==> config.mk <==
export PLATFORM = sky130hd
export DESIGN_NAME = sliding_window_max
export DESIGN_NICKNAME = d
export VERILOG_FILES = /design/src/rtl/swm_pkg.sv /design/src/rtl/sliding_window_max.sv /design/src/rtl/swm_ram.sv /design/src/rtl/swm_front.sv /design/src/rtl/swm_back.sv
export SDC_FILE = /design/constraint.sdc
export NUM_CORES = 2
export LEC_CHECK = 0
export ABC_AREA = 1
export BUFFER_PORTS_ARGS = -buffer_cell sky130_fd_sc_hd__buf_2
export CORE_ASPECT_RATIO = 1.75
export CORE_MARGIN = 2
export CORE_UTILIZATION = 45
export CTS_CLUSTER_SIZE = 24
export DETAILED_ROUTE_END_ITERATION = 6
export SETUP_SLACK_MARGIN = 0.15
export SLEW_MARGIN = 20
export SYNTH_ARGS = -nofsm -noshare
export SYNTH_HDL_FRONTEND = slang
export SYNTH_SLANG_ARGS = --single-unit
==> constraint.sdc <==
create_clock -name i_clk -period 5.6 [get_ports i_clk]
set_clock_uncertainty 0.15 [all_clocks]
set_input_delay 1.12 -clock i_clk [delete_from_list [all_inputs] [get_ports i_clk]]
set_output_delay 1.12 -clock i_clk [all_outputs]
set_load 0.05 [all_outputs]
==> src/rtl/swm_pkg.sv <==
`timescale 1ns / 1ps
`default_nettype none

package swm_pkg;

    localparam int POS_W       = 16;
    localparam int CFG_W       = 7;
    localparam int QUEUE_DEPTH = 4;
    localparam int QUEUE_AW    = 2;

    typedef enum logic [2:0] {
        ST_IDLE,
        ST_EXPIRE,
        ST_FRONT_WAIT,
        ST_EVICT,
        ST_BACK_WAIT,
        ST_APPEND
    } t_state;

    typedef struct packed {
        logic not_empty;
        logic restart;
    } t_front_stat;

endpackage

`default_nettype wire

==> src/rtl/sliding_window_max.sv <==
`timescale 1ns / 1ps
`default_nettype none

// Channel   | Handshake                   | Payload
// ----------+-----------------------------+-----------------------------
// input     | push / full                 | i_sample, i_restart
// result    | empty / pop                 | o_window_max
// config    | i_cfg_valid / o_cfg_ready   | i_cfg_window_size
//
// Per sample: drop expired entries at the front, then entries not above the
// sample at the back, then append it; each drop but a front drop that empties
// the deque waits on a read, set by the single read port of the deque RAM.
// A 4-entry input queue keeps taking samples meanwhile.
// Reset is synchronous, active low; window size returns to 1, deque empty.
// The back end stalls only while a new result waits on an untaken one.

module sliding_window_max
    import swm_pkg::*;
#(
    parameter int MAX_WINDOW   = 64,
    parameter int SAMPLE_WIDTH = 32
) (
    input  wire logic                           i_clk,
    input  wire logic                           i_rst_n,
    input  wire logic                           push,
    output logic                                full,
    input  wire logic signed [SAMPLE_WIDTH-1:0] i_sample,
    input  wire logic                           i_restart,
    output logic                                empty,
    input  wire logic                           pop,
    output logic signed [SAMPLE_WIDTH-1:0]      o_window_max,
    input  wire logic                           i_cfg_valid,
    output logic                                o_cfg_ready,
    input  wire logic [CFG_W-1:0]               i_cfg_window_size
);

    logic [CFG_W-1:0]               r_window_size;
    t_front_stat                    stat;
    logic signed [SAMPLE_WIDTH-1:0] q_sample;
    logic                           q_pop;

    assign o_cfg_ready = 1'b1;

    always_ff @(posedge i_clk) begin
        if (!i_rst_n) begin
            r_window_size <= CFG_W'(1);
        end else if (i_cfg_valid && o_cfg_ready) begin
            r_window_size <= i_cfg_window_size;
        end
    end

    swm_front #(
        .SAMPLE_WIDTH (SAMPLE_WIDTH)
    ) u_front (
        .i_clk     (i_clk),
        .i_rst_n   (i_rst_n),
        .push      (push),
        .full      (full),
        .i_sample  (i_sample),
        .i_restart (i_restart),
        .o_stat    (stat),
        .o_sample  (q_sample),
        .i_q_pop   (q_pop)
    );

    swm_back #(
        .MAX_WINDOW   (MAX_WINDOW),
        .SAMPLE_WIDTH (SAMPLE_WIDTH)
    ) u_back (
        .i_clk         (i_clk),
        .i_rst_n       (i_rst_n),
        .i_window_size (r_window_size),
        .i_stat        (stat),
        .i_sample      (q_sample),
        .o_q_pop       (q_pop),
        .pop           (pop),
        .empty         (empty),
        .o_window_max  (o_window_max)
    );

endmodule

`default_nettype wire

==> src/rtl/swm_ram.sv <==
`timescale 1ns / 1ps
`default_nettype none

module swm_ram #(
    parameter int WIDTH = 48,
    parameter int DEPTH = 64,
    parameter int AW    = 6
) (
    input  wire logic             i_clk,
    input  wire logic             i_we,
    input  wire logic [AW-1:0]    i_waddr,
    input  wire logic [WIDTH-1:0] i_wdata,
    input  wire logic [AW-1:0]    i_raddr,
    output logic      [WIDTH-1:0] o_rdata
);

    logic [WIDTH-1:0] r_mem [DEPTH];

    always_ff @(posedge i_clk) begin
        if (i_we) begin
            r_mem[i_waddr] <= i_wdata;
        end
        o_rdata <= r_mem[i_raddr];
    end

endmodule

`default_nettype wire

==> src/rtl/swm_front.sv <==
`timescale 1ns / 1ps
`default_nettype none

module swm_front
    import swm_pkg::*;
#(
    parameter int SAMPLE_WIDTH = 32
) (
    input  wire logic                           i_clk,
    input  wire logic                           i_rst_n,
    input  wire logic                           push,
    output logic                                full,
    input  wire logic signed [SAMPLE_WIDTH-1:0] i_sample,
    input  wire logic                           i_restart,
    output t_front_stat                         o_stat,
    output logic signed [SAMPLE_WIDTH-1:0]      o_sample,
    input  wire logic                           i_q_pop
);

    logic [SAMPLE_WIDTH-1:0] r_sample  [QUEUE_DEPTH];
    logic                    r_restart [QUEUE_DEPTH];
    logic [QUEUE_AW-1:0]     r_wr_ptr;
    logic [QUEUE_AW-1:0]     r_rd_ptr;
    logic [QUEUE_AW:0]       r_fill;
    logic                    push_ok;
    logic                    pop_ok;

    assign full    = (r_fill == (QUEUE_AW+1)'(QUEUE_DEPTH));
    assign push_ok = push && !full;
    assign pop_ok  = i_q_pop && (r_fill != '0);

    assign o_stat.not_empty = (r_fill != '0);
    assign o_stat.restart   = r_restart[r_rd_ptr];
    assign o_sample         = $signed(r_sample[r_rd_ptr]);

    always_ff @(posedge i_clk) begin
        if (push_ok) begin
            r_sample[r_wr_ptr]  <= i_sample;
            r_restart[r_wr_ptr] <= i_restart;
        end
    end

    always_ff @(posedge i_clk) begin
        if (!i_rst_n) begin
            r_wr_ptr <= '0;
            r_rd_ptr <= '0;
            r_fill   <= '0;
        end else begin
            if (push_ok) begin
                r_wr_ptr <= r_wr_ptr + 1'b1;
            end
            if (pop_ok) begin
                r_rd_ptr <= r_rd_ptr + 1'b1;
            end
            unique case ({push_ok, pop_ok})
                2'b10:   r_fill <= r_fill + 1'b1;
                2'b01:   r_fill <= r_fill - 1'b1;
                default: r_fill <= r_fill;
            endcase
        end
    end

endmodule

`default_nettype wire

==> src/rtl/swm_back.sv <==
`timescale 1ns / 1ps
`default_nettype none

module swm_back
    import swm_pkg::*;
#(
    parameter int MAX_WINDOW   = 64,
    parameter int SAMPLE_WIDTH = 32
) (
    input  wire logic                           i_clk,
    input  wire logic                           i_rst_n,
    input  wire logic [CFG_W-1:0]               i_window_size,
    input  wire t_front_stat                    i_stat,
    input  wire logic signed [SAMPLE_WIDTH-1:0] i_sample,
    output logic                                o_q_pop,
    input  wire logic                           pop,
    output logic                                empty,
    output logic signed [SAMPLE_WIDTH-1:0]      o_window_max
);

    localparam int AW = (MAX_WINDOW > 1) ? $clog2(MAX_WINDOW) : 1;
    localparam int CW = $clog2(MAX_WINDOW + 1);
    localparam int DW = POS_W + SAMPLE_WIDTH;

    t_state                  r_state, n_state;
    logic [AW-1:0]           r_head, n_head;
    logic [CW-1:0]           r_count, n_count;
    logic [POS_W-1:0]        r_pos, n_pos;
    logic [CW-1:0]           r_seen, n_seen;
    logic [SAMPLE_WIDTH-1:0] r_front_val, n_front_val;
    logic [POS_W-1:0]        r_front_pos, n_front_pos;
    logic [SAMPLE_WIDTH-1:0] r_v, n_v;
    logic                    r_out_valid, n_out_valid;
    logic [SAMPLE_WIDTH-1:0] r_out_data, n_out_data;

    logic [CW-1:0]           w;
    logic [POS_W-1:0]        age;
    logic                    expired;
    logic                    back_drop;
    logic [CW-1:0]           seen_inc;
    logic                    produce;
    logic                    append_stall;
    logic                    ram_we;
    logic [AW-1:0]           ram_waddr;
    logic [DW-1:0]           ram_wdata;
    logic [AW-1:0]           ram_raddr;
    logic [DW-1:0]           ram_rdata;

    function automatic logic [AW-1:0] f_slot(input logic [AW-1:0] head,
                                              input logic [CW-1:0] offset);
        logic [CW:0] s;
        s = (CW+1)'(head) + (CW+1)'(offset);
        if (s >= (CW+1)'(MAX_WINDOW)) begin
            s = s - (CW+1)'(MAX_WINDOW);
        end
        return AW'(s);
    endfunction

    always_comb begin
        if (i_window_size == '0) begin
            w = CW'(1);
        end else if (32'(i_window_size) > 32'(MAX_WINDOW)) begin
            w = CW'(MAX_WINDOW);
        end else begin
            w = CW'(i_window_size);
        end
    end

    assign age          = r_pos - r_front_pos;
    assign expired      = (r_count != '0) && (32'(age) >= 32'(w));
    assign back_drop    = $signed(ram_rdata[SAMPLE_WIDTH-1:0]) <= $signed(r_v);
    assign seen_inc     = (r_seen < w) ? r_seen + 1'b1 : r_seen;
    assign produce      = (seen_inc >= w);
    assign append_stall = produce && r_out_valid && !pop;

    assign empty        = !r_out_valid;
    assign o_window_max = $signed(r_out_data);

    // next state
    always_comb begin
        n_state = r_state;
        unique case (r_state)
            ST_IDLE: begin
                if (i_stat.not_empty) begin
                    n_state = ST_EXPIRE;
                end
            end
            ST_EXPIRE: begin
                if (expired && (r_count != CW'(1))) begin
                    n_state = ST_FRONT_WAIT;
                end else if (!expired) begin
                    n_state = ST_EVICT;
                end else begin
                    n_state = ST_EVICT;
                end
            end
            ST_FRONT_WAIT: n_state = ST_EXPIRE;
            ST_EVICT: begin
                n_state = (r_count == '0) ? ST_APPEND : ST_BACK_WAIT;
            end
            ST_BACK_WAIT: begin
                n_state = back_drop ? ST_EVICT : ST_APPEND;
            end
            ST_APPEND: begin
                if (!append_stall) begin
                    n_state = ST_IDLE;
                end
            end
            default: n_state = ST_IDLE;
        endcase
    end

    // datapath and outputs
    always_comb begin
        n_head      = r_head;
        n_count     = r_count;
        n_pos       = r_pos;
        n_seen      = r_seen;
        n_front_val = r_front_val;
        n_front_pos = r_front_pos;
        n_v         = r_v;
        n_out_data  = r_out_data;
        n_out_valid = r_out_valid && !pop;
        o_q_pop     = 1'b0;
        ram_we      = 1'b0;
        ram_waddr   = f_slot(r_head, r_count);
        ram_wdata   = {r_pos, r_v};
        ram_raddr   = '0;
        unique case (r_state)
            ST_IDLE: begin
                if (i_stat.not_empty) begin
                    o_q_pop = 1'b1;
                    n_v     = i_sample;
                    if (i_stat.restart) begin
                        n_head  = '0;
                        n_count = '0;
                        n_pos   = '0;
                        n_seen  = '0;
                    end else if (r_seen > w) begin
                        n_seen = w;
                    end
                end
            end
            ST_EXPIRE: begin
                ram_raddr = f_slot(r_head, CW'(1));
                if (expired) begin
                    n_head  = f_slot(r_head, CW'(1));
                    n_count = r_count - 1'b1;
                end
            end
            ST_FRONT_WAIT: begin
                n_front_val = ram_rdata[SAMPLE_WIDTH-1:0];
                n_front_pos = ram_rdata[DW-1:SAMPLE_WIDTH];
            end
            ST_EVICT: begin
                ram_raddr = f_slot(r_head, r_count - 1'b1);
            end
            ST_BACK_WAIT: begin
                if (back_drop) begin
                    n_count = r_count - 1'b1;
                end
            end
            ST_APPEND: begin
                if (!append_stall) begin
                    if (32'(r_count) < 32'(MAX_WINDOW)) begin
                        ram_we  = 1'b1;
                        n_count = r_count + 1'b1;
                        if (r_count == '0) begin
                            n_front_val = r_v;
                            n_front_pos = r_pos;
                        end
                    end
                    n_pos  = r_pos + 1'b1;
                    n_seen = seen_inc;
                    if (produce) begin
                        n_out_valid = 1'b1;
                        n_out_data  = (r_count == '0) ? r_v : r_front_val;
                    end
                end
            end
            default: begin
            end
        endcase
    end

    swm_ram #(
        .WIDTH (DW),
        .DEPTH (MAX_WINDOW),
        .AW    (AW)
    ) u_deque (
        .i_clk   (i_clk),
        .i_we    (ram_we),
        .i_waddr (ram_waddr),
        .i_wdata (ram_wdata),
        .i_raddr (ram_raddr),
        .o_rdata (ram_rdata)
    );

    always_ff @(posedge i_clk) begin
        if (!i_rst_n) begin
            r_state     <= ST_IDLE;
            r_head      <= '0;
            r_count     <= '0;
            r_pos       <= '0;
            r_seen      <= '0;
            r_out_valid <= 1'b0;
        end else begin
            r_state     <= n_state;
            r_head      <= n_head;
            r_count     <= n_count;
            r_pos       <= n_pos;
            r_seen      <= n_seen;
            r_out_valid <= n_out_valid;
        end
    end

    always_ff @(posedge i_clk) begin
        r_front_val <= n_front_val;
        r_front_pos <= n_front_pos;
        r_v         <= n_v;
        r_out_data  <= n_out_data;
    end

    a_result_held: assert property (@(posedge i_clk) disable iff (!i_rst_n)
        (r_out_valid && !pop) |=> (r_out_valid && $stable(r_out_data)))
        else $error("pending result changed before transfer");

    a_restart_clears: assert property (@(posedge i_clk) disable iff (!i_rst_n)
        (r_state == ST_IDLE && i_stat.not_empty && i_stat.restart)
        |=> (r_count == '0 && r_pos == '0 && r_seen == '0))
        else $error("restart did not clear the deque");

    a_count_in_window: assert property (@(posedge i_clk) disable iff (!i_rst_n)
        (r_state == ST_EVICT) |-> (32'(r_count) < 32'(w)))
        else $error("deque holds an expired entry after expiry pass");

    a_write_room: assert property (@(posedge i_clk) disable iff (!i_rst_n)
        ram_we |-> (r_state == ST_APPEND && 32'(r_count) < 32'(MAX_WINDOW)))
        else $error("deque write without room");

endmodule

`default_nettype wire

==> out/metrics.cfg <==
[yosys]
synth_cell_types=46
ys_seq_area_share_pct=74.22
synth_edf_count=3316
synth-main-ff-cell=edfxtp_1
synth_top_family_by_area=compound AO/OA/AOI/OAI gates
syn_inst=10910
synth_compound_area_share_pct=11.77
yosys.area_share.simple_pct=9.943
ys_async_sr_fraction_pct=0
synth_fa_ha_area_share_pct=0.8807
syn-num-nets=11050
avgSynthCellArea_um2=12.55
ys_warn_count=0
synthMuxAreaShare_pct=0.008222
ys_seq_elements=3420
synth_xor_area_share_pct=0.1535
synth.cell_area_mm2=0.1370

[cts]
worstSkewPairLatency_ps=930
cts_made_buffers=319
htreeDepth=5
cts_hold_buf=0
cts_tree=built
root_buffer=clkbuf_16
clk_path_buf_depth=4
clk_pin_slew_ps=70
clock-sinks=3420

[placement]
place_congestion=0.9584
placedInstanceArea_mm2=0.1459
hpwl_um=268900
io_buffers=78
pre_cts_slack_ps=360.9

[timing]
final_hold_viol_count=0
report.final.slew_viol_count=0
timing.fmax_ghz=0.1934
finalSetupViolCount=0
max_slew_margin_pct=20.60
fin_crit_ps=5170
fin_crit_sh_pct=92.33
worst_pin_slew_ps=1188
grt_setup_unrepaired=false
whs_ps=261.2
setup_slack_ps=429.6

[routing]
avgRoutedWirePerCell_um=28.59
drt-initial-drc-count=10900
drt_drc_violations_left=0
wl_um=440300
vias_per_cell=5.952
firstDrtPassIters=6
via_count=91670
postRouteAntennaNets=0

[power_and_ir_drop]
swShare_pct=37.84
p_comb_share_pct=32.4
power_switching_mw=30.08
p_int_mw=49.41
seq_power_share_pct=40.3
p_leak_nw=54.23
power_density_mw_per_mm2=508.5
clockPowerShare_pct=27.3
ir_drop_v=0.0003196

[cells_and_area]
final_area_mm2=0.1563
final_cell_mix=edfxtp_1 (3316), nor2_1 (1811), o21ai_0 (1469)
final_common_cell=edfxtp_1
fill_cells=25630
area_growth_pct=14.14
drive_gt1_share_pct=9.984
layout.nets=11230

[floorplan]
rows=268
die_width_um=421.0
chipHeight_um=733.8
core_region_area_mm2=0.3035
start_util_pct=45.13
pin_count=80
dieArea_mm2=0.3090

[global_route]
antenna_found_initial=20
grt_max_degree=160
grtUsageTotal_pct=27.78
grt_pass1_vias=89320
grt-ovfl-total=0
grt_first_pass_wirelength_um=626900

[status]
status=finished clean

[setup_path]
cpPeakStageDelay_ps=320
path_max_fanout=13
critical_path_class=reg -> reg
worstPathArrival_ps=5580
cp-end-kind=flip-flop
required_ps=6010
startpoint_type=flip-flop
crit_top_cell=nand2_1
crit_slowest_cell=dfxtp_1

[worst_hold_path]
hold_class=in -> reg

[run]
drv_cap=0

final timing paths:
path                                      start                                    to  cells after the start  slack, ps
setup / recovery  r_window_size[5]$_SDFFE_PN0P_  u_back.u_deque.r_mem[6][2]$_DFFE_PP_                     30        430
hold / removal             i_cfg_window_size[0]         r_window_size[0]$_SDFFE_PN1P_                      3        260
setup reg to reg  r_window_size[5]$_SDFFE_PN0P_  u_back.u_deque.r_mem[6][2]$_DFFE_PP_                     30        430
hold reg to reg   r_window_size[0]$_SDFFE_PN1P_         r_window_size[0]$_SDFFE_PN1P_                      2        350
registers in the layout, indices dropped and copies added, names as in the netlist, 6 cells and up, named ones only:
| signal | cells |
|---|---|
| r_window_size | 7 |
| u_back.r_front_val | 32 |
| u_back.r_count | 7 |
| u_back.u_deque.o_rdata | 48 |
| u_back.u_deque.r_mem | 3072 |
| u_back.r_front_pos | 16 |
| u_back.r_head | 6 |
| u_back.o_window_max | 32 |
| u_front.r_sample | 128 |
| u_back.r_seen | 7 |
| u_back.r_v | 32 |
| u_back.r_pos | 16 |
worst max-delay path, delay by kind of cell (launching register included):
family,cells,cell delay (ps)
and+or+nand+nor,16,1870
buffers and inverters,10,1450
adders and majority gates,2,600
DFF,1,320
xor gates and xnor gates,1,180
AOI/OAI and AO/OA,1,160
cell usage after synthesis, types with 37 or more instances:
cell      count  area share (%)
edfxtp_1   3316              73
nor2_1     1881             5.2
o21ai_0    1469             5.4
nand2_1    1177             3.2
o22ai_1     516             2.4
clkbuf_1    488             1.3
o211ai_1    395             2.2
nand3_1     358             1.3
o21ai_1     314             1.1
inv_1       302            0.83
buf_2       170            0.62
a21oi_1     151            0.55
dfxtp_1     104             1.5
ha_1         90            0.82
buf_1        37            0.10
timing repair:
action                                 CTS  global route
setup buffers                            0             3
setup endpoints to repair                0          2064
resized for setup                        0             6
endpoints found under the hold margin    0             0
cell families after synthesis:
family                   count (synthesis)
multiplexers                             1
other                                    1
flip-flops                            3420
AO/OA/AOI/OAI                         2877
XOR/XNOR                                24
buffers and inverters                 1023
adder cells (fa/ha/maj)                 94
AND/OR/NAND/NOR                       3472
metrics by stage:
stage,total power [mW],instances,setup TNS (ps),util [%]
finish,79.49,15400,0,51.51
floorplan,46.29,10910,-311510,-
global placement,57.60,14810,0,48.08
CTS,79.35,15380,0,51.43
global route,82.54,15400,0,51.51
detailed placement,57.83,14810,0,48.08
power by group through the flow:
stage,clock network [mW],registers [mW],logic [mW]
global placement,0,32.5,25.1
global route,22.9,32.0,27.7
floorplan,0,33.1,13.2
finish,21.7,32.0,25.8
detailed placement,0,32.5,25.4
CTS,22.0,31.9,25.4
final cells by class:
| class | instances | area, um^2 | share of cell area (%) |
|---|---|---|---|
| repair buffers | 568 | 6360 | 4.068 |
| clock inverters | 180 | 1704 | 1.090 |
| diodes | 14 | 35.03 | 0.02241 |
| flip-flops and latches | 3420 | 101700 | 65.05 |
| multi-input cells | 6469 | 31790 | 20.33 |
| well taps | 4050 | 5067 | 3.241 |
| clock buffers | 390 | 8479 | 5.424 |
| inverters | 311 | 1209 | 0.7732 |
routing by layer:
layer	GRT usage (%)	part of all wire, %
met5	0	0.011
met4	16.15	6.6
met3	4.862	8.5
met2	46.26	48
met1	34.07	37
Power figures use the tool's default switching activity.
